===== config.mk =====
export PLATFORM = sky130hd
export DESIGN_NAME = key_matrix_hid_report_tracker_flat
export DESIGN_NICKNAME = d
export VERILOG_FILES = /design/src/hw/rtl/kmt_pkg.sv /design/src/hw/rtl/kmt_channels.sv /design/src/hw/rtl/kmt_ram.sv /design/src/hw/rtl/kmt_report.sv /design/src/hw/rtl/key_matrix_hid_report_tracker.sv /design/src/flat_wrapper.sv
export VERILOG_INCLUDE_DIRS = /design/src /design/src/hw/rtl
export SDC_FILE = /design/constraint.sdc
export NUM_CORES = 1
export LEC_CHECK = 0
export ABC_CLOCK_PERIOD_IN_PS = 5920
export BUFFER_PORTS_ARGS = -buffer_cell sky130_fd_sc_hd__buf_4
export CAP_MARGIN = 20
export CELL_PAD_IN_SITES_DETAIL_PLACEMENT = 1
export CELL_PAD_IN_SITES_GLOBAL_PLACEMENT = 1
export CORE_ASPECT_RATIO = 1.2
export CORE_MARGIN = 2
export CORE_UTILIZATION = 25
export DETAILED_ROUTE_END_ITERATION = 7
export PLACE_DENSITY = 0.56
export SYNTH_ARGS = -nofsm -noshare
export SYNTH_HDL_FRONTEND = slang
export SYNTH_SLANG_ARGS = --single-unit
export TNS_END_PERCENT = 10

===== constraint.sdc =====
create_clock -name clk -period 5.92 [get_ports clk]
set_input_delay 0.592 -clock clk [delete_from_list [all_inputs] [get_ports clk]]
set_output_delay 0.592 -clock clk [all_outputs]
set_load 0.05 [all_outputs]

===== src/hw/rtl/key_matrix_hid_report_tracker_defines.svh =====
// Assertion macros shared by the key matrix report tracker RTL.
`ifndef KEY_MATRIX_HID_REPORT_TRACKER_DEFINES_SVH
`define KEY_MATRIX_HID_REPORT_TRACKER_DEFINES_SVH

// Same-cycle implication, checked outside reset.
`define KMT_ASSERT_NOW(name, clk, rst_n, ante, cons) \
  name: assert property (@(posedge clk) disable iff (!rst_n) (ante) |-> (cons)) \
    else $error("kmt assertion failed");

// Next-cycle implication, checked outside reset.
`define KMT_ASSERT_NEXT(name, clk, rst_n, ante, cons) \
  name: assert property (@(posedge clk) disable iff (!rst_n) (ante) |=> (cons)) \
    else $error("kmt assertion failed");

`endif


===== src/hw/rtl/kmt_pkg.sv =====
// Types, constants, keymap and code decoders of the key matrix report tracker.
package kmt_pkg;

  localparam int KEY_ROW_W = 3;
  localparam int KEY_COL_W = 4;
  localparam int CODE_W    = 8;
  localparam int MOD_W     = 8;
  localparam int HIST_W    = 2;
  localparam int OUT_SLOTS = 6;

  localparam int ROWS_DEF    = 5;
  localparam int COLUMNS_DEF = 14;
  localparam int SLOTS_DEF   = 6;

  localparam int MAP_ROWS = 5;
  localparam int MAP_COLS = 14;
  localparam int MAP_KEYS = MAP_ROWS * MAP_COLS;
  localparam int MAP_AW   = $clog2(MAP_KEYS);

  localparam logic [CODE_W-1:0] CODE_NONE     = 8'h00;
  localparam logic [CODE_W-1:0] CODE_LSHIFT   = 8'h66;
  localparam logic [CODE_W-1:0] CODE_RSHIFT   = 8'h67;
  localparam logic [CODE_W-1:0] CODE_LCTRL    = 8'h68;
  localparam logic [CODE_W-1:0] CODE_RCTRL    = 8'h69;
  localparam logic [CODE_W-1:0] CODE_LGUI     = 8'h6A;
  localparam logic [CODE_W-1:0] CODE_RGUI     = 8'h6B;
  localparam logic [CODE_W-1:0] CODE_LALT     = 8'h6C;
  localparam logic [CODE_W-1:0] CODE_RALT     = 8'h6D;
  localparam logic [CODE_W-1:0] CODE_CAPS     = 8'h6E;
  localparam logic [CODE_W-1:0] CODE_BT       = 8'h6F;
  localparam logic [CODE_W-1:0] CODE_APP_A    = 8'hEF;
  localparam logic [CODE_W-1:0] CODE_APP_B    = 8'hF0;

  localparam logic [MOD_W-1:0] MOD_LCTRL  = 8'h01;
  localparam logic [MOD_W-1:0] MOD_LSHIFT = 8'h02;
  localparam logic [MOD_W-1:0] MOD_LALT   = 8'h04;
  localparam logic [MOD_W-1:0] MOD_LGUI   = 8'h08;
  localparam logic [MOD_W-1:0] MOD_RCTRL  = 8'h10;
  localparam logic [MOD_W-1:0] MOD_RSHIFT = 8'h20;
  localparam logic [MOD_W-1:0] MOD_RALT   = 8'h40;
  localparam logic [MOD_W-1:0] MOD_RGUI   = 8'h80;
  localparam logic [MOD_W-1:0] MOD_NONE   = 8'h00;

  localparam logic [CODE_W-1:0] KEYMAP [MAP_KEYS] = '{
    8'h29, 8'h1E, 8'h1F, 8'h20, 8'h21, 8'h22, 8'h23, 8'h24, 8'h25, 8'h26, 8'h27, 8'h2D, 8'h2E,
    8'h2A,
    8'h2B, 8'h14, 8'h1A, 8'h08, 8'h15, 8'h17, 8'h1C, 8'h18, 8'h0C, 8'h12, 8'h13, 8'h2F, 8'h30,
    8'h31,
    8'h39, 8'h04, 8'h16, 8'h07, 8'h09, 8'h0A, 8'h0B, 8'h0D, 8'h0E, 8'h0F, 8'h33, 8'h34, 8'h28,
    8'h52,
    8'h66, 8'h1D, 8'h1B, 8'h06, 8'h19, 8'h05, 8'h11, 8'h10, 8'h36, 8'h37, 8'h38, 8'h67, 8'h50,
    8'h51,
    8'h68, 8'h6A, 8'h6C, 8'h00, 8'h00, 8'h2C, 8'h00, 8'h00, 8'h00, 8'h6D, 8'h00, 8'h6B, 8'h69,
    8'h4F
  };

  // Qualified key event handed to the report update logic.
  typedef struct packed {
    logic              fire;
    logic              press;
    logic              release_ev;
    logic [CODE_W-1:0] code;
  } kmt_event_t;

  function automatic logic [CODE_W-1:0] keymap_code(input logic [KEY_ROW_W-1:0] row,
                                                    input logic [KEY_COL_W-1:0] col);
    logic [MAP_AW-1:0] k;
    k = MAP_AW'(32'(row) * MAP_COLS + 32'(col));
    if (32'(row) < MAP_ROWS && 32'(col) < MAP_COLS) begin
      return KEYMAP[k];
    end
    return CODE_NONE;
  endfunction

  function automatic logic [MOD_W-1:0] modifier_mask(input logic [CODE_W-1:0] code);
    logic [MOD_W-1:0] m;
    unique case (code)
      CODE_LSHIFT: m = MOD_LSHIFT;
      CODE_RSHIFT: m = MOD_RSHIFT;
      CODE_LCTRL:  m = MOD_LCTRL;
      CODE_RCTRL:  m = MOD_RCTRL;
      CODE_LGUI:   m = MOD_LGUI;
      CODE_RGUI:   m = MOD_RGUI;
      CODE_LALT:   m = MOD_LALT;
      CODE_RALT:   m = MOD_RALT;
      default:     m = MOD_NONE;
    endcase
    return m;
  endfunction

  function automatic logic is_inert(input logic [CODE_W-1:0] code);
    return code == CODE_NONE || code == CODE_CAPS || code == CODE_BT ||
           code == CODE_APP_A || code == CODE_APP_B;
  endfunction

endpackage


===== src/hw/rtl/kmt_channels.sv =====
// Valid/ready channel interfaces for key samples and report words.
interface kmt_in_if;
  import kmt_pkg::*;
  logic                 valid;
  logic                 ready;
  logic [KEY_ROW_W-1:0] key_row;
  logic [KEY_COL_W-1:0] key_column;
  logic                 level;

  modport source (output valid, output key_row, output key_column, output level,
                  input ready);
  modport sink   (input valid, input key_row, input key_column, input level,
                  output ready);
endinterface

interface kmt_out_if;
  import kmt_pkg::*;
  logic              valid;
  logic              ready;
  logic [MOD_W-1:0]  modifier_bits;
  logic [CODE_W-1:0] slot_one;
  logic [CODE_W-1:0] slot_two;
  logic [CODE_W-1:0] slot_three;
  logic [CODE_W-1:0] slot_four;
  logic [CODE_W-1:0] slot_five;
  logic [CODE_W-1:0] slot_six;
  logic              press_seen;
  logic              release_seen;

  modport source (output valid, output modifier_bits, output slot_one, output slot_two,
                  output slot_three, output slot_four, output slot_five, output slot_six,
                  output press_seen, output release_seen, input ready);
  modport sink   (input valid, input modifier_bits, input slot_one, input slot_two,
                  input slot_three, input slot_four, input slot_five, input slot_six,
                  input press_seen, input release_seen, output ready);
endinterface


===== src/hw/rtl/kmt_ram.sv =====
// Generic single-write, single-read RAM with registered read data.
module kmt_ram #(
  parameter int WIDTH = 2,
  parameter int DEPTH = 70,
  localparam int AW = (DEPTH > 1) ? $clog2(DEPTH) : 1
) (
  input  logic             clk,
  input  logic             wr_en,
  input  logic [AW-1:0]    wr_addr,
  input  logic [WIDTH-1:0] wr_data,
  input  logic             rd_en,
  input  logic [AW-1:0]    rd_addr,
  output logic [WIDTH-1:0] rd_data
);

  logic [WIDTH-1:0] mem [DEPTH];
  logic [WIDTH-1:0] rd_data_r;

  always_ff @(posedge clk) begin
    if (wr_en) begin
      mem[wr_addr] <= wr_data;
    end
    if (rd_en) begin
      rd_data_r <= mem[rd_addr];
    end
  end

  assign rd_data = rd_data_r;

endmodule


===== src/hw/rtl/kmt_report.sv =====
// Modifier byte and packed report slot state with their update logic.
module kmt_report
  import kmt_pkg::*;
#(
  parameter int SLOTS = SLOTS_DEF
) (
  input  logic              clk,
  input  logic              rst_n,
  input  kmt_event_t        ev,
  output logic [MOD_W-1:0]  mod_nxt,
  output logic [CODE_W-1:0] slots_nxt [SLOTS]
);

  logic [MOD_W-1:0]  mod_r;
  logic [CODE_W-1:0] slots_r [SLOTS];

  always_comb begin
    logic [MOD_W-1:0]  mask;
    logic              inert;
    logic              present;
    logic              hit;
    logic [SLOTS-1:0]  prev_full;
    logic [CODE_W-1:0] ext [SLOTS+1];
    mask    = modifier_mask(ev.code);
    inert   = is_inert(ev.code);
    present = 1'b0;
    hit     = 1'b0;
    mod_nxt = mod_r;
    for (int i = 0; i < SLOTS; i++) begin
      slots_nxt[i] = slots_r[i];
      ext[i]       = slots_r[i];
      present      = present | (slots_r[i] == ev.code);
    end
    ext[SLOTS] = CODE_NONE;
    prev_full[0] = 1'b1;
    for (int i = 1; i < SLOTS; i++) begin
      prev_full[i] = (ext[i-1] != CODE_NONE);
    end
    if (ev.fire && ev.press) begin
      if (mask != MOD_NONE) begin
        mod_nxt = mod_r | mask;
      end else if (!inert && !present) begin
        for (int i = 0; i < SLOTS; i++) begin
          if (slots_r[i] == CODE_NONE && prev_full[i]) begin
            slots_nxt[i] = ev.code;
          end
        end
      end
    end else if (ev.fire && ev.release_ev) begin
      if (mask != MOD_NONE) begin
        mod_nxt = mod_r & ~mask;
      end else if (!inert) begin
        // shift everything from the first match down by one
        for (int i = 0; i < SLOTS; i++) begin
          hit = hit | (slots_r[i] == ev.code);
          if (hit) begin
            slots_nxt[i] = ext[i+1];
          end
        end
      end
    end
  end

  always_ff @(posedge clk) begin
    if (!rst_n) begin
      mod_r <= MOD_NONE;
      for (int i = 0; i < SLOTS; i++) begin
        slots_r[i] <= CODE_NONE;
      end
    end else if (ev.fire) begin
      mod_r <= mod_nxt;
      for (int i = 0; i < SLOTS; i++) begin
        slots_r[i] <= slots_nxt[i];
      end
    end
  end

endmodule


===== src/hw/rtl/key_matrix_hid_report_tracker.sv =====
// Top level: key matrix sample tracker producing a 6-key HID boot report word.
//
//   channel  dir  payload                                        accepted when
//   in_ch    in   key_row, key_column, level                     valid & ready
//   out_ch   out  modifier_bits, slot_one..six, press/release    valid & ready
//
// One word per cycle sustained while out_ch is ready; each accepted word goes through
// the history RAM read, then the report update into the output register.
// Key history lives in a registered-read RAM with one valid bit per key, so
// reset clears it at once; a back-to-back hit on the same key is bypassed.
// A stall on out_ch holds the word in the update stage and then backs up in_ch.
`include "key_matrix_hid_report_tracker_defines.svh"

module key_matrix_hid_report_tracker
  import kmt_pkg::*;
#(
  parameter int ROWS    = ROWS_DEF,
  parameter int COLUMNS = COLUMNS_DEF,
  parameter int SLOTS   = SLOTS_DEF
) (
  input  logic       clk,
  input  logic       rst_n,
  kmt_in_if.sink     in_ch,
  kmt_out_if.source  out_ch
);

  localparam int KEYS   = ROWS * COLUMNS;
  localparam int KEY_AW = (KEYS > 1) ? $clog2(KEYS) : 1;

  logic                 in_fire;
  logic                 acc_inrange;
  logic [KEY_AW-1:0]    acc_idx;

  logic                 s1_v_r;
  logic                 s1_fire;
  logic [KEY_AW-1:0]    s1_idx_r;
  logic [KEY_ROW_W-1:0] s1_row_r;
  logic [KEY_COL_W-1:0] s1_col_r;
  logic                 s1_level_r;
  logic                 s1_inrange_r;
  logic                 s1_byp_v_r;
  logic [HIST_W-1:0]    s1_byp_val_r;

  logic [KEYS-1:0]      hist_valid_r;
  logic [HIST_W-1:0]    ram_rd;
  logic [HIST_W-1:0]    hist;
  logic [HIST_W-1:0]    hist_new;
  logic                 wr_en;
  logic                 press;
  logic                 rel;
  kmt_event_t           ev;

  logic [MOD_W-1:0]     mod_nxt;
  logic [CODE_W-1:0]    slots_nxt [SLOTS];
  logic [CODE_W-1:0]    slots_out [OUT_SLOTS];

  logic                 out_v_r;
  logic [MOD_W-1:0]     out_mod_r;
  logic [CODE_W-1:0]    out_slot_r [OUT_SLOTS];
  logic                 out_press_r;
  logic                 out_rel_r;

  // accept stage
  assign s1_fire     = s1_v_r && (!out_v_r || out_ch.ready);
  assign in_ch.ready = !s1_v_r || s1_fire;
  assign in_fire     = in_ch.valid && in_ch.ready;
  assign acc_inrange = (32'(in_ch.key_row) < ROWS) && (32'(in_ch.key_column) < COLUMNS);
  assign acc_idx     = KEY_AW'(32'(in_ch.key_row) * COLUMNS + 32'(in_ch.key_column));

  always_ff @(posedge clk) begin
    if (!rst_n) begin
      s1_v_r <= 1'b0;
    end else if (in_fire) begin
      s1_v_r <= 1'b1;
    end else if (s1_fire) begin
      s1_v_r <= 1'b0;
    end
  end

  always_ff @(posedge clk) begin
    if (in_fire) begin
      s1_idx_r     <= acc_idx;
      s1_row_r     <= in_ch.key_row;
      s1_col_r     <= in_ch.key_column;
      s1_level_r   <= in_ch.level;
      s1_inrange_r <= acc_inrange;
      s1_byp_v_r   <= wr_en && (s1_idx_r == acc_idx);
      s1_byp_val_r <= hist_new;
    end
  end

  kmt_ram #(
    .WIDTH (HIST_W),
    .DEPTH (KEYS)
  ) u_hist_ram (
    .clk     (clk),
    .wr_en   (wr_en),
    .wr_addr (s1_idx_r),
    .wr_data (hist_new),
    .rd_en   (in_fire),
    .rd_addr (acc_idx),
    .rd_data (ram_rd)
  );

  // update stage
  always_comb begin
    if (s1_byp_v_r) begin
      hist = s1_byp_val_r;
    end else if (hist_valid_r[s1_idx_r]) begin
      hist = ram_rd;
    end else begin
      hist = '0;
    end
  end

  assign hist_new = {hist[0], s1_level_r};
  assign wr_en    = s1_fire && s1_inrange_r;
  assign press    = s1_inrange_r && s1_level_r && hist[0] && !hist[1];
  assign rel      = s1_inrange_r && !s1_level_r && !hist[0] && hist[1];

  always_ff @(posedge clk) begin
    if (!rst_n) begin
      hist_valid_r <= '0;
    end else if (wr_en) begin
      hist_valid_r[s1_idx_r] <= 1'b1;
    end
  end

  assign ev.fire       = s1_fire;
  assign ev.press      = press;
  assign ev.release_ev = rel;
  assign ev.code       = keymap_code(s1_row_r, s1_col_r);

  kmt_report #(
    .SLOTS (SLOTS)
  ) u_report (
    .clk       (clk),
    .rst_n     (rst_n),
    .ev        (ev),
    .mod_nxt   (mod_nxt),
    .slots_nxt (slots_nxt)
  );

  for (genvar g = 0; g < OUT_SLOTS; g++) begin : g_out_slot
    if (g < SLOTS) begin : g_used
      assign slots_out[g] = slots_nxt[g];
    end else begin : g_empty
      assign slots_out[g] = CODE_NONE;
    end
  end

  // result register
  always_ff @(posedge clk) begin
    if (!rst_n) begin
      out_v_r <= 1'b0;
    end else if (s1_fire) begin
      out_v_r <= 1'b1;
    end else if (out_ch.ready) begin
      out_v_r <= 1'b0;
    end
  end

  always_ff @(posedge clk) begin
    if (s1_fire) begin
      out_mod_r   <= mod_nxt;
      out_press_r <= press;
      out_rel_r   <= rel;
      for (int i = 0; i < OUT_SLOTS; i++) begin
        out_slot_r[i] <= slots_out[i];
      end
    end
  end

  assign out_ch.valid         = out_v_r;
  assign out_ch.modifier_bits = out_mod_r;
  assign out_ch.slot_one      = out_slot_r[0];
  assign out_ch.slot_two      = out_slot_r[1];
  assign out_ch.slot_three    = out_slot_r[2];
  assign out_ch.slot_four     = out_slot_r[3];
  assign out_ch.slot_five     = out_slot_r[4];
  assign out_ch.slot_six      = out_slot_r[5];
  assign out_ch.press_seen    = out_press_r;
  assign out_ch.release_seen  = out_rel_r;

  `KMT_ASSERT_NOW(a_flags_exclusive, clk, rst_n, out_v_r, !(out_press_r && out_rel_r))
  `KMT_ASSERT_NOW(a_no_event_off_matrix, clk, rst_n, s1_v_r && !s1_inrange_r, !press && !rel)
  `KMT_ASSERT_NEXT(a_update_lands_in_output, clk, rst_n, s1_fire, out_v_r)
  `KMT_ASSERT_NOW(a_slots_packed, clk, rst_n, out_v_r && out_slot_r[0] == CODE_NONE,
                  out_slot_r[1] == CODE_NONE)
  `KMT_ASSERT_NEXT(a_history_marked, clk, rst_n, wr_en, hist_valid_r[$past(s1_idx_r)])

endmodule


===== src/flat_wrapper.sv =====
// flat-port wrapper written by rule: the top's interface ports become plain ports
module key_matrix_hid_report_tracker_flat import kmt_pkg::*;
#(
  parameter int ROWS    = ROWS_DEF,
  parameter int COLUMNS = COLUMNS_DEF,
  parameter int SLOTS   = SLOTS_DEF
)
  (clk, rst_n, in_ch_valid, in_ch_key_row, in_ch_key_column, in_ch_level, in_ch_ready, out_ch_valid, out_ch_modifier_bits, out_ch_slot_one, out_ch_slot_two, out_ch_slot_three, out_ch_slot_four, out_ch_slot_five, out_ch_slot_six, out_ch_press_seen, out_ch_release_seen, out_ch_ready);
  kmt_in_if in_ch_i ();
  kmt_out_if out_ch_i ();
  input  logic clk;
  input  logic rst_n;
  input wire logic [$bits(in_ch_i.valid)-1:0] in_ch_valid;
  input wire logic [$bits(in_ch_i.key_row)-1:0] in_ch_key_row;
  input wire logic [$bits(in_ch_i.key_column)-1:0] in_ch_key_column;
  input wire logic [$bits(in_ch_i.level)-1:0] in_ch_level;
  output wire logic [$bits(in_ch_i.ready)-1:0] in_ch_ready;
  output wire logic [$bits(out_ch_i.valid)-1:0] out_ch_valid;
  output wire logic [$bits(out_ch_i.modifier_bits)-1:0] out_ch_modifier_bits;
  output wire logic [$bits(out_ch_i.slot_one)-1:0] out_ch_slot_one;
  output wire logic [$bits(out_ch_i.slot_two)-1:0] out_ch_slot_two;
  output wire logic [$bits(out_ch_i.slot_three)-1:0] out_ch_slot_three;
  output wire logic [$bits(out_ch_i.slot_four)-1:0] out_ch_slot_four;
  output wire logic [$bits(out_ch_i.slot_five)-1:0] out_ch_slot_five;
  output wire logic [$bits(out_ch_i.slot_six)-1:0] out_ch_slot_six;
  output wire logic [$bits(out_ch_i.press_seen)-1:0] out_ch_press_seen;
  output wire logic [$bits(out_ch_i.release_seen)-1:0] out_ch_release_seen;
  input wire logic [$bits(out_ch_i.ready)-1:0] out_ch_ready;
  assign in_ch_i.valid = in_ch_valid;
  assign in_ch_i.key_row = in_ch_key_row;
  assign in_ch_i.key_column = in_ch_key_column;
  assign in_ch_i.level = in_ch_level;
  assign in_ch_ready = in_ch_i.ready;
  assign out_ch_valid = out_ch_i.valid;
  assign out_ch_modifier_bits = out_ch_i.modifier_bits;
  assign out_ch_slot_one = out_ch_i.slot_one;
  assign out_ch_slot_two = out_ch_i.slot_two;
  assign out_ch_slot_three = out_ch_i.slot_three;
  assign out_ch_slot_four = out_ch_i.slot_four;
  assign out_ch_slot_five = out_ch_i.slot_five;
  assign out_ch_slot_six = out_ch_i.slot_six;
  assign out_ch_press_seen = out_ch_i.press_seen;
  assign out_ch_release_seen = out_ch_i.release_seen;
  assign out_ch_i.ready = out_ch_ready;
  key_matrix_hid_report_tracker #(.ROWS(ROWS), .COLUMNS(COLUMNS), .SLOTS(SLOTS)) u_core (.clk(clk), .rst_n(rst_n), .in_ch(in_ch_i), .out_ch(out_ch_i));
endmodule

* Word-level counts from Yosys, hierarchy flattened
Memories as Yosys holds them, arrays and structs flattened. A register that Yosys moved wholly into a read port is not among the register bits. Cells that the tools add are included.
Cells by class: $add $sub $neg 2, multiply operators 2, magnitude comparators 7, equal/unequal tests 19, mux-type cells 51, bitwise gates (word level) 16, reductions and logical operators 49
Operator list (number):
- 48-bit 2-to-1 mux | 6
- 8-bit 2-to-1 mux | 26
- 8-bit by 7-bit == test with 1-bit output (second input constant) | 10
- 70-bit bitwise OR | 1
- 8-bit case mux with 8 select lines | 1
- 8-bit logical NOT | 7
- 8-bit == test | 6
- 8-bit nonzero test | 6
- 1-bit logical AND | 21
- 8-bit == test (second input constant) | 2
- 7-bit by 4-bit adder with 7-bit output | 2
- 1-bit 2-to-1 mux | 14
- 3-bit by 3-bit multiplier with 6-bit output (second input constant) | 2
- 1-bit bitwise OR | 11
- 8-bit AND | 1
- 8-bit >= comparator (second input constant) | 1
- 4-bit less-than comparator (second input constant) | 2
- 7-bit by 8-bit less-than comparator with 1-bit output (second input constant) | 1
- 7-bit NOT with 8-bit output | 1
- 8-bit NOT | 1
- 8-bit bitwise OR | 1
- 1-bit binary-select mux with 7-bit select | 1
- 1-bit demux with 7-bit select | 1
- 7-bit == test | 1
- other kinds (6) | 20
Word-level totals: bits in registers 109, RAM bits 236, memory bits (read-only) 1024, input port bits 12, output and inout port bits 60, memories 4
Memories:
- (name not given) | words 128, width 8, rd ports 1, clocked after memory_dff 0, wr ports 0, line kmt_pkg.sv:70 | return KEYMAP[k];
- u_core.u_hist_ram.mem | words 70, width 2, rd ports 1, clocked after memory_dff 1, wr ports 1, line kmt_ram.sv:16 | logic [WIDTH-1:0] mem [DEPTH];
- u_core.out_slot_r | words 6, width 8, rd ports 6, clocked after memory_dff 0, wr ports 6, line key_matrix_hid_report_tracker.sv:59 | logic [CODE_W-1:0] out_slot_r [OUT_SLOTS];
- u_core.u_report.slots_r | words 6, width 8, rd ports 6, clocked after memory_dff 0, wr ports 6, line kmt_report.sv:15 | logic [CODE_W-1:0] slots_r [SLOTS];

* Depth between registers and ports, before layout
Gate-level depths: netlist of the first run.
word-level depth 20, depth in mapped cells 20

* Modules after synthesis
From an unflattened synthesis of the first run, not the netlist that was laid out.
Second synthesis, totals: cell total of the unflattened synthesis 1473, area total of the unflattened synthesis 17807.1 um^2
Modules (own cells, without submodules):
- key_matrix_hid_report_tracker | instances 1, cells each 676, area an instance 7343.3 um^2
- kmt_ram | instances 1, cells each 334, area an instance 6023.3 um^2
- kmt_report | instances 1, cells each 463, area an instance 4440.5 um^2

* Worst setup path before layout of the first run
No wires, ideal clock.
path type register to register, start point register u_core.s1_row_r[0], end point memory u_core.u_report.slots_r[3][7] (data pin), library setup time 0.255 ns, arrival time 4.830 ns, slack 0.835 ns, cell stages (with the launch flop) 19, path buffers 3, clock period less this slack 5.085 ns, path through edfxtp_1 fa_1 ha_1 inv_1 fa_1 buf_2 inv_2 and3_1 buf_2 a2111o_1 a211oi_1 a211o_1 o21ai_1 a32o_1 or3_1 buf_2 a41oi_2 mux2_2 and2_1
RTL lines:
- from (decl) | line key_matrix_hid_report_tracker.sv:37 | logic [KEY_ROW_W-1:0] s1_row_r;
- from (signal assigned) | line key_matrix_hid_report_tracker.sv:83 | s1_row_r <= in_ch.key_row;
- to (decl) | line kmt_report.sv:15

==> key figures, run 1 <==
Outcome
  • Status: completed

Setup path
  • Most frequent CP cell: buf_4
  • Critical Path Start Type: register
  • Slowest stage cell on the critical path: fa_1
  • Setup crit end kind: register
  • Critical Path Fanout Max: 15
  • Worst-path cell chain: fa_1 > ha_1 > inv_1 > fa_1 > xor2_2 > a211oi_4 > buf_4 > xnor2_2 > buf_4 > nor2_1 > a211oi_4 > buf_4 > nand2_1 > o2111a_1 > and4_4 > nor4_1 > a21oi_1 > a211oi_1
  • Req. time, crit path: 6.25 ns
  • CP max stage delay: 0.53 ns
  • Critical Path AT: 5.97 ns
  • Worst setup path category: register to register
  • R2R setup slack: 0.28 ns

Die
  • Die W: 248 µm
  • Core Rows: 107
  • Total die area: 73700 µm²
  • Initial core utilization: 25.2%
  • Die Y: 297 µm
  • Total core area: 71000 µm²
  • Boundary Pins: 72

Hold path
  • Hold Crit Class: input pin to register

Yosys
  • Mapped Cells: 1518
  • Post-synth ARST share: 0%
  • Syn Area/Cell: 11.8 µm²
  • Largest area contributor in the netlist: edfxtp_1
  • XOR/XNOR Fraction of Synth Area: 1.65%
  • Synthesized flop and latch total: 346
  • Largest family of logic cells by synthesized area: compound AO/OA/AOI/OAI gates
  • Simple-gate share of the synthesized area: 13.7%
  • Post-synthesis adder-cell area fraction: 2.99%
  • Synth Warn #: 0
  • Synth Cell Area: 17900 µm²
  • Top_reg_cell synth: edfxtp_1
  • Share of the synthesized area in the top cell type: 44.7%
  • Synth cell types: 99
  • Fraction of the mapped netlist area in compound gates: 17.1%
  • Largest cells by area after synthesis: edfxtp_1 (45%), dfxtp_1 (9.0%), mux4_2 (6.0%), nor2_1 (3.1%), o21a_1 (3.0%)
  • Seq/Total Area, Yosys: 53.6%
  • Net Count, Synth: 1568
  • Mux contribution to synthesized area: 7.94%
  • Post-synth EDFFs: 266

STA
  • Max frequency: 0.177 GHz
  • Fin crit share: 95.3%
  • Worst-Margin Slew: 1.06 ns
  • Fin crit period: 5.64 ns
  • Final setup fails: 0
  • Clk_skew: 0.0425 ns
  • Fin. max-slew vios: 0
  • Fin. Hold Viols: 0
  • Rel. slew slack: 29.1%

Power
  • Total power: 7560 µW
  • P_leak: 0.00739 µW
  • VDD IR max: 0.188 mV
  • Power Dens Cells: 352 nW/µm²

Layout
  • Sequential cell area: 9590 µm²
  • Layout area overhead: 20.2%
  • N_diodes: 0
  • Filler Cell Count: 7812
  • Design Area, Final: 21500 µm²
  • Area taken by multi-input logic gates: 7900 µm²
  • Final core utilization: 30.3%
  • Final non-filler cell total: 2602
  • Final net count: 1694
  • Share of cells above drive strength 1: 20.0%

Run
  • Max Cap Viol: 0

Routing
  • Drt total wl: 63.2 mm
  • Via count: 13700
  • Vias/cell: 5.26
  • # DRC: 0
  • Drt wl/cell: 24.3 µm
  • DRT Pass-1 Iters: 5
  • ANT nets after route: 0
  • First DRT Iteration DRCs: 739

GRT
  • Largest net degree at the start of global routing: 79
  • Initial antenna violation count: 1
  • First-pass GRT wire length: 95.4 mm
  • Vias in the first global route: 14400
  • GR Util All Layers: 17.1%
  • Total gr overflow: 0

Clocking
  • Clk_lat worst skew: 0.59 ns
  • CTS Buf Count: 40
  • Quantity of hold-fixing buffers added after cts: 0
  • CTS tree: done
  • Clock Sinks: 346
  • Clock buffer depth: 3
  • Clock tree root buffer cell: clkbuf_16
  • Worst-path clk slew: 0.06 ns
  • H-tree depth: 2

Placed design
  • IO buf count: 71
  • Area of placed instances: 19900 µm²
  • Gp weighted congestion: 0.907
  • Placed cell count: 2523
  • DP HPWL: 46.0 mm
[cells by family after synthesis]
family                     count (synthesis)
and+or+nand+nor                          479
AOI/OAI and AO/OA                        417
DFF                                      346
buffers and inverters                    128
muxes                                     81
adders and majority gates                 38
xor gates and xnor gates                  29
[area by class of cell]
type,instances,area share (%)
Clock inverter,21,1.40
Clock buffer,53,5.22
Multi-Input combinational cell,1044,36.8
Timing Repair Buffer,158,5.64
Inverter,54,0.943
Tap cell,926,5.39
Sequential cell,346,44.6
[worst paths after layout]
path / start / end / cells after the start
worst min-delay path: in_ch_level / u_core.s1_level_r / 1
worst max register to register: u_core.s1_row_r[2] / u_core.out_slot_r[4][1] / 18
worst min register to register: u_core.hist_valid_r[4] / u_core.hist_valid_r[4] / 1
worst max-delay path: u_core.s1_row_r[2] / u_core.out_slot_r[4][1] / 18
[critical path: cells and delay by family, from the launching register on]
kind,cells,cell delay [ns]
buf+inv,4,0.75
compound gates,5,1.45
flops,1,0.47
fa+ha+maj,3,1.13
xor+xnor,2,0.67
simple gates,4,0.90
[power breakdown]
part           switching, µW  internal, µW  total, µW
Clock                   1090          1580       2670
Sequential              85.7          2700       2780
Combinational           1360           747       2110
Total                   2540          5020       7560
[cell usage after synthesis, types with 10 or more instances]
cell type,instances
and3_1,17
o22ai_1,14
buf_2,16
or3_1,12
dfxtp_1,80
nand2_1,85
xnor2_1,20
a211oi_1,46
a221oi_1,10
nand2b_1,14
nand3_1,51
nor3_1,30
mux4_2,48
ha_1,30
edfxtp_1,266
nor2_1,147
o21a_1,71
a21oi_1,62
nor2b_1,17
nand4_1,18
and2_1,20
mux2i_1,26
o32ai_1,11
a311oi_1,16
o21ai_0,50
a2111oi_0,12
clkbuf_1,44
inv_1,51
nor4_1,16
o211ai_1,18
[timing repair]
| action | in CTS | in global routing |
|---|---|---|
| setup endpoints to repair | 3 | 81 |
| buffers inserted | 0 | 5 |
| resized for setup | 2 | 18 |
| pin swaps | 0 | 3 |
[state kept, by name, indices dropped and copies added (netlist names)]
name                         flops
u_core.s1_byp_val_r              2
u_core.hist_valid_r             70
u_core.out_ch.press_seen         1
u_core.s1_byp_v_r                1
u_core.u_hist_ram.rd_data        2
u_core.s1_row_r                  3
u_core.out_ch.modifier_bits      8
u_core.s1_v_r                    1
u_core.u_hist_ram.mem          140
u_core.out_ch.release_seen       1
u_core.out_ch.valid              1
u_core.s1_col_r                  4
u_core.s1_level_r                1
u_core.s1_inrange_r              1
u_core.u_report.slots_r         48
u_core.s1_idx_r                  6
u_core.u_report.mod_r            8
u_core.out_slot_r               48
[through the flow]
step / hold WS, ns / TNS [ns] / setup WS (ns)
floorplan: 0.433 / 0 / 0.835
global placement: 0.442 / 0 / 0.135
detailed placement: 0.446 / 0 / 0.00725
CTS: 0.155 / 0 / 0.120
global route: 0.161 / -0.00298 / -0.00298
finish: 0.189 / 0 / 0.280
[placed cells by master (no fill, tap or decap), types with 17 or more instances in the layout]
cell type  instances
edfxtp_1         266
buf_4            156
nor2_1           146
nand2_1           84
dfxtp_1           80
o21a_1            71
a21oi_1           61
nand3_1           51
inv_1             51
o21ai_0           49
mux4_2            48
a211oi_1          44
clkbuf_16         42
nor3_1            30
ha_1              29
mux2i_1           26
xnor2_1           19
and2_1            19
o211ai_1          18
nand4_1           18
nor2b_1           17
[per-layer routing]
layer | share of wire (%) | vias to the layer above | routed length (µm) | global-route usage (%)
met2 | 53 | 325 | 33300 | 31.3
met1 | 40 | 7043 | 25200 | 20.1
met4 | 3.6 | 0 | 2310 | 5.88
met3 | 3.7 | 112 | 2310 | 2.42
li1 | - | 6204 | - | -
met5 | 0 | - | 0 | 0
Note: power is estimated with default switching activity, not from simulation.
==> run 2: changes to the inputs <==
--- a/config.mk
+++ b/config.mk
@@ -16,6 +16,8 @@
 export CORE_UTILIZATION = 25
 export DETAILED_ROUTE_END_ITERATION = 7
 export PLACE_DENSITY = 0.56
+export RECOVER_POWER = 100
+export SETUP_SLACK_MARGIN = 0.1
 export SYNTH_ARGS = -nofsm -noshare
 export SYNTH_HDL_FRONTEND = slang
 export SYNTH_SLANG_ARGS = --single-unit
==> run 2 against run 1 <==
  * The run now ends with max-capacitance violations, max-slew violations left
  * Highest routed layer unchanged
  * Setup slack better by 0.063 ns
  * Largest power group unchanged
  * Global-route usage unchanged
  * First-iteration DRC count up 4.3%
  * Die area did not move
  * Sequential share of layout area increased by 0.57 points
  * Register-to-register slack improved by 0.06 ns
  * Non-clock buffer count did not move
  * Via count decreased by 0.39%
==> key figures, run 2 (same netlist as run 1, synthesis figures left out) <==
STA
  • Fin crit period: 5.58 ns (-0.0626 ns)
  • Unrepaired setup endpoints after global routing: yes
  • Clk_skew: 0.0406 ns (-0.00188 ns)
  • Final setup fails: 0 (unchanged)
  • Final worst slack: 0.343 ns (+0.0626 ns)
  • Total Neg Setup Slack: 0 ns (unchanged)
  • Max frequency: 0.179 GHz (+1.1%)
  • Fin. Hold Viols: 0 (unchanged)
  • Rel. slew slack: -136% (-170 points)
  • Fin. max-slew vios: 175 (+175)
  • WHS: 0.213 ns (+0.0239 ns)
  • Fin crit share: 94.2% (-1.1 points)
  • Worst-Margin Slew: 3.54 ns (+2.48 ns)

Setup path
  • CP bufs+invs: 4 (unchanged)
  • Critical Path Start Type: register
  • Worst setup path category: register to register
  • CP max stage delay: 0.53 ns (about the same)
  • Worst r2r dst: u_core.out_slot_r[4][1]
  • Worst-path cell chain: fa_1 > ha_1 > inv_1 > fa_1 > xor2_2 > a211oi_4 > buf_4 > xnor2_2 > buf_6 > nor2_1 > a211oi_4 > clkbuf_1 > nand2_1 > o2111a_1 > and4_4 > nor4_1 > a21oi_1 > a211oi_1
  • Critical Path Fanout Max: 15 (unchanged)
  • Req. time, crit path: 6.25 ns (about the same)
  • Critical Path AT: 5.91 ns (-0.06 ns)
  • Worst R2R Start: u_core.s1_row_r[2]
  • Critical path's top delay family: compound AO/OA/AOI/OAI gates
  • Worst reg-to-reg path cell count: 18 (unchanged)
  • Slowest stage cell on the critical path: fa_1
  • R2R setup slack: 0.34 ns (+0.06 ns)
  • Setup crit end kind: register

Routing
  • Vias/cell: 5.24 (-0.39%)
  • DRT Pass-1 Iters: 5 (unchanged)
  • Via count: 13600 (-0.39%)
  • First DRT Iteration DRCs: 771 (+4.3%)
  • Drt total wl: 63.2 mm (about the same)
  • ANT nets after route: 0 (unchanged)
  • Drt wl/cell: 24.3 µm (about the same)
  • # DRC: 0 (unchanged)

Layout
  • Largest registers: u_core.u_hist_ram.mem x140, u_core.hist_valid_r x70
  • Most frequent cells in the layout: edfxtp_1 (266), nor2_1 (147), clkbuf_1 (84)
  • Largest register by flop count: u_core.u_hist_ram.mem
  • Largest register FFs: 140 (unchanged)
  • Most common cell after layout, fill and taps aside: edfxtp_1
  • Final net count: 1694 (unchanged)
  • Final core utilization: 29.9% (-0.38 points)
  • Share of cells above drive strength 1: 15.6% (-4.4 points)
  • N_diodes: 0 (unchanged)
  • Layout area overhead: 18.6%

Placed design
  • Pre-CTS WS: 0.00725 ns (unchanged)
  • DP HPWL: 46.0 mm (unchanged)
  • Gp weighted congestion: 0.907 (unchanged)
  • IO buf count: 71 (unchanged)

Die
  • Initial core utilization: 25.2% (unchanged)
  • Core Rows: 107 (unchanged)
  • Die W: 248 µm (unchanged)
  • Total core area: 71000 µm² (unchanged)
  • Total die area: 73700 µm² (unchanged)
  • Boundary Pins: 72 (unchanged)
  • Die Y: 297 µm (unchanged)

GRT
  • Largest net degree at the start of global routing: 79 (unchanged)
  • Initial antenna violation count: 2 (+1)
  • GR Util All Layers: 17.1% (unchanged)
  • Total gr overflow: 0 (unchanged)
  • First-pass GRT wire length: 95.4 mm (unchanged)
  • Vias in the first global route: 14400 (unchanged)

Hold path
  • Hold Crit Depth: 1 (unchanged)
  • Hold EP: u_core.s1_level_r
  • Min-delay src: in_ch_level
  • Hold Crit Class: input pin to register

Clocking
  • Clock Sinks: 346 (unchanged)
  • Quantity of hold-fixing buffers added after cts: 0 (unchanged)
  • Clk_lat worst skew: 0.59 ns (about the same)
  • Clock tree root buffer cell: clkbuf_16
  • CTS tree: done
  • Worst-path clk slew: 0.06 ns (about the same)
  • H-tree depth: 2 (unchanged)
  • CTS Buf Count: 40 (unchanged)
  • Clock buffer depth: 3 (unchanged)

Power
  • VDD IR max: 0.187 mV (-0.47%)
  • P_leak: 0.00711 µW (-3.8%)
  • Power Dens Cells: 355 nW/µm² (+1.0%)

Outcome
  • Status: complete, but fails checks
  • Failing checks: max-capacitance violations, max-slew violations

Run
  • Max Cap Viol: 3 (+3)
run 2: cell count changes in the layout (fill, tap and decap cells not counted), moves of 2 or more:
cell / change
buf_4: -81
clkbuf_1: +76
and2_0: +9
and2_1: -8
clkbuf_2: +3
a2111oi_0: -2
a2111oi_1: +2
run 2: worst max path at each step:
stage | startpoint | end | cells after the start
final | u_core.s1_row_r[2] | u_core.out_slot_r[4][1] | 18
after global routing | u_core.s1_row_r[0] | u_core.u_report.slots_r[4][5] | 15
after CTS | u_core.s1_row_r[2] | u_core.u_report.slots_r[1][1] | 16
after detailed placement | u_core.s1_row_r[2] | u_core.u_report.slots_r[1][2] | 16
after global placement | u_core.s1_row_r[0] | u_core.out_slot_r[4][7] | 15
after floorplan | u_core.s1_row_r[0] | u_core.u_report.slots_r[3][7] | 18
run 2: timing repair:
action                     4_1_cts  5_1_grt
gates resized for setup          2       25
pin swaps                        0        3
buffers inserted                 0        5
setup endpoints to repair       39       92
hold endpoints to repair         0        0
run 2: worst register-to-register path, delay by kind of cell (launching register included):
family / cells / cell delay [ns]
adders and majority gates: 3 / 1.13
and+or+nand+nor: 4 / 0.91
xor gates and xnor gates: 2 / 0.68
AOI/OAI and AO/OA: 5 / 1.44
DFF: 1 / 0.47
buffers and inverters: 4 / 0.70
run 2: through the flow:
stage / std cells / area (µm²) / power [µW]
floorplan: 1518 / 17900 / 4040
global placement: 2523 / 19900 / 4850
detailed placement: 2523 / 19900 / 4860
CTS: 2597 / 21300 / 7560
global route: 2602 / 21200 / 7860
finish: 2602 / 21200 / 7540
run 2: final cells by class:
| cell class | count | area, µm² |
|---|---|---|
| fill | 7843 | 49700 |
| inverter | 54 | 203 |
| clock buffer | 53 | 1120 |
| tap | 926 | 1160 |
| sequential | 346 | 9590 |
| timing repair buffer | 158 | 922 |
| clock inverter | 21 | 302 |
| multi-input combinational | 1044 | 7920 |
run 2: report_power, final:
group / internal, µW / total, µW / switching [µW] / leakage, µW
combinational: 722 / 2090 / 1360 / 0.00327
sequential: 2700 / 2780 / 84.6 / 0.00315
clock: 1580 / 2670 / 1090 / 0.000693
run 2: metal layers:
metal / share of wire, % / up-vias / global-route usage, % / wire length [µm]
li1: - / 6198 / - / -
met1: 40 / 7002 / 20.1 / 25400
met2: 53 / 313 / 31.3 / 33200
met3: 3.5 / 118 / 2.42 / 2230
met4: 3.7 / 0 / 5.88 / 2330
met5: 0 / - / 0 / 0
==> run 3: changes to the inputs <==
--- a/config.mk
+++ b/config.mk
@@ -20,5 +20,6 @@
 export SETUP_SLACK_MARGIN = 0.1
 export SYNTH_ARGS = -nofsm -noshare
 export SYNTH_HDL_FRONTEND = slang
+export SYNTH_HIERARCHICAL = 1
 export SYNTH_SLANG_ARGS = --single-unit
 export TNS_END_PERCENT = 10
==> run 3 against run 2 <==
  * The run still ends with max-capacitance violations, max-slew violations left
  * Critical path depth is 2 lower
  * Final area is 4.1% lower
  * Die area is 0.41% lower
  * Cell count is 3.3% lower
  * Register-to-register slack worse by 0.03 ns
  * Maximum frequency is 0.58% lower
  * Non-clock buffer count is 45 lower
  * Hold slack better by 0.060 ns
  * Sequential share of layout area is 1.9 points higher
  * Clock skew is 0.015 ns lower
  * Sequential power hardly changed
  * Critical endpoint is now u_core/u_report/slots_r[4][6]
  * Largest cell class unchanged
  * Largest power group unchanged
==> key figures, run 3 <==
GRT
  • Total gr overflow: 0 (unchanged)
  • GR Util All Layers: 14.3% (-2.8 points)
  • Largest net degree at the start of global routing: 81 (+2.5%)
  • First-pass GRT wire length: 80.6 mm (-15%)
  • Initial antenna violation count: 3 (+1)
  • Vias in the first global route: 13100 (-9.2%)

Placed design
  • Gp weighted congestion: 0.840 (-7.4%)
  • IO buf count: 71 (unchanged)
  • DP HPWL: 36.3 mm (-21%)

Power
  • P_leak: 0.00675 µW (-5.0%)
  • Logic gate share of total power: 23.5% (-4.2 points)
  • NetSw: 2130 µW (-16%)
  • P_int: 4700 µW (-6.1%)
  • Power Dens Cells: 336 nW/µm² (-5.5%)
  • Clk network pwr share: 35.7% (+0.3 points)
  • Sw Share: 31.2% (-2.4 points)
  • Sequential power share: 40.8% (+3.9 points)
  • VDD IR max: 0.212 mV (+14%)

Routing
  • Vias/cell: 4.91 (-6.3%)
  • # DRC: 0 (unchanged)
  • Drt wl/cell: 21.1 µm (-13%)
  • ANT nets after route: 0 (unchanged)
  • Via count: 12300 (-9.4%)
  • DRT Pass-1 Iters: 5 (unchanged)
  • Drt total wl: 52.9 mm (-16%)
  • First DRT Iteration DRCs: 683 (-11%)

Die
  • Core Rows: 107 (unchanged)
  • Die W: 248 µm (-0.20%)
  • Total die area: 73400 µm² (-0.41%)
  • Total core area: 70700 µm² (-0.38%)
  • Die Y: 296 µm (-0.20%)
  • Initial core utilization: 25.2% (about the same)
  • Boundary Pins: 72 (unchanged)

Yosys
  • Synth cell types: 104 (+5.1%)
  • Synthesized flop and latch total: 346 (unchanged)
  • Top cells by count, synth: edfxtp_1 (266), nor2_1 (211), nand2_1 (90)
  • Synth Cell Area: 17800 µm² (-0.41%)
  • Synth Warn #: 6 (+6)
  • Share of the synthesized area in the top cell type: 44.9% (+0.19 points)
  • Most frequent cell after synthesis: edfxtp_1
  • Mapped Cells: 1473 (-3.0%)
  • Syn Area/Cell: 12.1 µm² (+2.6%)
  • Largest area contributor in the netlist: edfxtp_1
  • Seq/Total Area, Yosys: 53.9% (+0.22 points)
  • Largest cells by area after synthesis: edfxtp_1 (45%), dfxtp_1 (9.0%), nor2_1 (4.4%), mux2i_1 (3.4%), mux4_1 (3.2%)
  • Post-synth ARST share: 0% (unchanged)
  • Post-synth EDFFs: 266 (unchanged)
  • Top_reg_cell synth: edfxtp_1

Clocking
  • Quantity of hold-fixing buffers added after cts: 0 (unchanged)
  • Worst-path clk slew: 0.06 ns (about the same)
  • Post-CTS Repair Setup Buffers: 0 (unchanged)
  • Clock Sinks: 346 (unchanged)
  • H-tree depth: 2 (unchanged)
  • Clock tree root buffer cell: clkbuf_16
  • Clk_lat worst skew: 0.56 ns (-0.03 ns)
  • Clock buffer depth: 3 (unchanged)
  • CTS tree: done
  • CTS Buf Count: 40 (unchanged)

Setup path
  • Worst R2R Start: u_core/s1_row_r[1]
  • Worst setup path category: register to register
  • Req. time, crit path: 6.29 ns (+0.04 ns)
  • Critical Path AT: 5.98 ns (+0.07 ns)
  • Setup crit end kind: register
  • Critical Path Fanout Max: 16 (+1)
  • Worst r2r dst: u_core/u_report/slots_r[4][6]
  • Critical Path Start Type: register
  • R2R setup slack: 0.31 ns (-0.03 ns)
  • Worst reg-to-reg path cell count: 16 (-2)

STA
  • Worst-Margin Slew: 3.72 ns (+0.182 ns)
  • Rel. slew slack: -148% (-12 points)
  • Total Neg Setup Slack: 0 ns (unchanged)
  • Fin. Hold Viols: 0 (unchanged)
  • Fin crit period: 5.61 ns (+0.0324 ns)
  • WHS: 0.273 ns (+0.0601 ns)
  • Final setup fails: 0 (unchanged)
  • Fin crit share: 94.8% (+0.55 points)
  • Clk_skew: 0.0260 ns (-0.0146 ns)
  • Unrepaired setup endpoints after global routing: yes
  • Fin. max-slew vios: 145 (-17%)
  • Max frequency: 0.178 GHz (-0.58%)

Layout
  • Share of cells above drive strength 1: 11.2% (-4.3 points)
  • Largest register by flop count: u_core/u_hist_ram/mem
  • Final net count: 1605 (-5.3%)
  • Largest register FFs: 140 (unchanged)
  • Filler Cell Count: 7846 (+0.038%)
  • Layout area overhead: 14.3%
  • Most common cell after layout, fill and taps aside: edfxtp_1
  • Largest registers: u_core/u_hist_ram/mem x140, u_core/hist_valid_r x70
  • Most frequent cells in the layout: edfxtp_1 (266), nor2_1 (211), nand2_1 (90)

Hold path
  • Hold EP: u_core/s1_col_r[1]
  • Hold Crit Depth: 1 (unchanged)
  • Hold Crit Class: input pin to register
  • Min-delay src: in_ch_key_column[1]

Run
  • Max Cap Viol: 4 (+1)

Outcome
  • Failing checks: max-capacitance violations, max-slew violations
  • Status: complete, but fails checks
-- run 3: critical path: stages (launching register included) --
cell	delay (ns)
edfxtp_1	0.50
fa_1	0.51
ha_1	0.33
ha_1	0.44
a21oi_4	0.33
xor2_4	0.50
mux2_2	0.40
a32o_1	0.29
o31ai_4	0.16
buf_4	0.28
xnor2_1	0.12
nand4_2	0.16
nor2_8	0.06
clkbuf_2	0.24
nor4_4	0.52
a31oi_1	0.23
a211oi_2	0.29
-- run 3: worst max-delay path by stage --
stage	start	endpoint	depth (start not counted)
2_1_floorplan	u_core/s1_row_r[1]	u_core/u_report/slots_r[5][5]	18
5_1_grt	u_core/s1_row_r[1]	u_core/u_report/slots_r[4][5]	17
3_5_place_dp	u_core/s1_row_r[1]	u_core/u_report/slots_r[2][5]	17
6_report	u_core/s1_row_r[1]	u_core/u_report/slots_r[4][6]	16
4_1_cts	u_core/s1_row_r[1]	u_core/u_report/slots_r[2][7]	17
3_3_place_gp	u_core/s1_row_r[1]	u_core/u_report/slots_r[0][2]	16
-- run 3: cell families after synthesis --
| kind of cell | count (synthesis) | synth area share (%) |
|---|---|---|
| compound gates | 317 | 12.8 |
| other cells | 1 | 0.0211 |
| buf+inv | 111 | 3.86 |
| flops | 346 | 53.9 |
| mux | 107 | 9.15 |
| simple gates | 489 | 13.9 |
| xor+xnor | 65 | 3.43 |
| fa+ha+maj | 37 | 2.94 |
-- run 3: area by class of cell --
class	count	area [µm²]	area share, %
clock inverter	21	189	0.928
sequential	346	9590	47.1
inverter	36	135	0.664
antenna	3	7.51	0.0369
clock buffer	51	1080	5.32
tap	926	1160	5.69
timing repair buffer	113	602	2.96
multi-input combinational	1019	7580	37.3
-- run 3: stage by stage --
stage	area, µm²	utilization [%]	power [µW]	cells	worst slack (ns)
2_1_floorplan	17800	-	4020	1476	1.04
3_3_place_gp	19400	27.4	4450	2440	0.339
3_5_place_dp	19400	27.4	4470	2440	0.200
4_1_cts	20600	29.2	6960	2512	0.180
5_1_grt	20300	28.8	7130	2513	0.0209
6_report	20300	28.8	6830	2515	0.310
-- run 3: what timing repair did --
item	CTS	global route
gates resized for setup	0	4
endpoints found under the setup margin	0	88
endpoints found under the hold margin	0	0
-- run 3: per-layer routing --
metal / share of wire (%) / track usage (%) / vias to the layer above
met4: 2.4 / 4.10 / 0
li1: - / - / 5719
met2: 53 / 26.4 / 236
met5: 0 / 0 / -
met3: 4.1 / 2.56 / 83
met1: 41 / 16.9 / 6310
-- run 3: power groups by stage --
stage	combinational, µW	clock, µW	sequential (µW)
after detailed placement	1640	0	2830
after floorplan	1170	0	2860
after global placement	1620	0	2830
final	1600	2440	2780
after CTS	1650	2540	2780
after global routing	1730	2610	2790
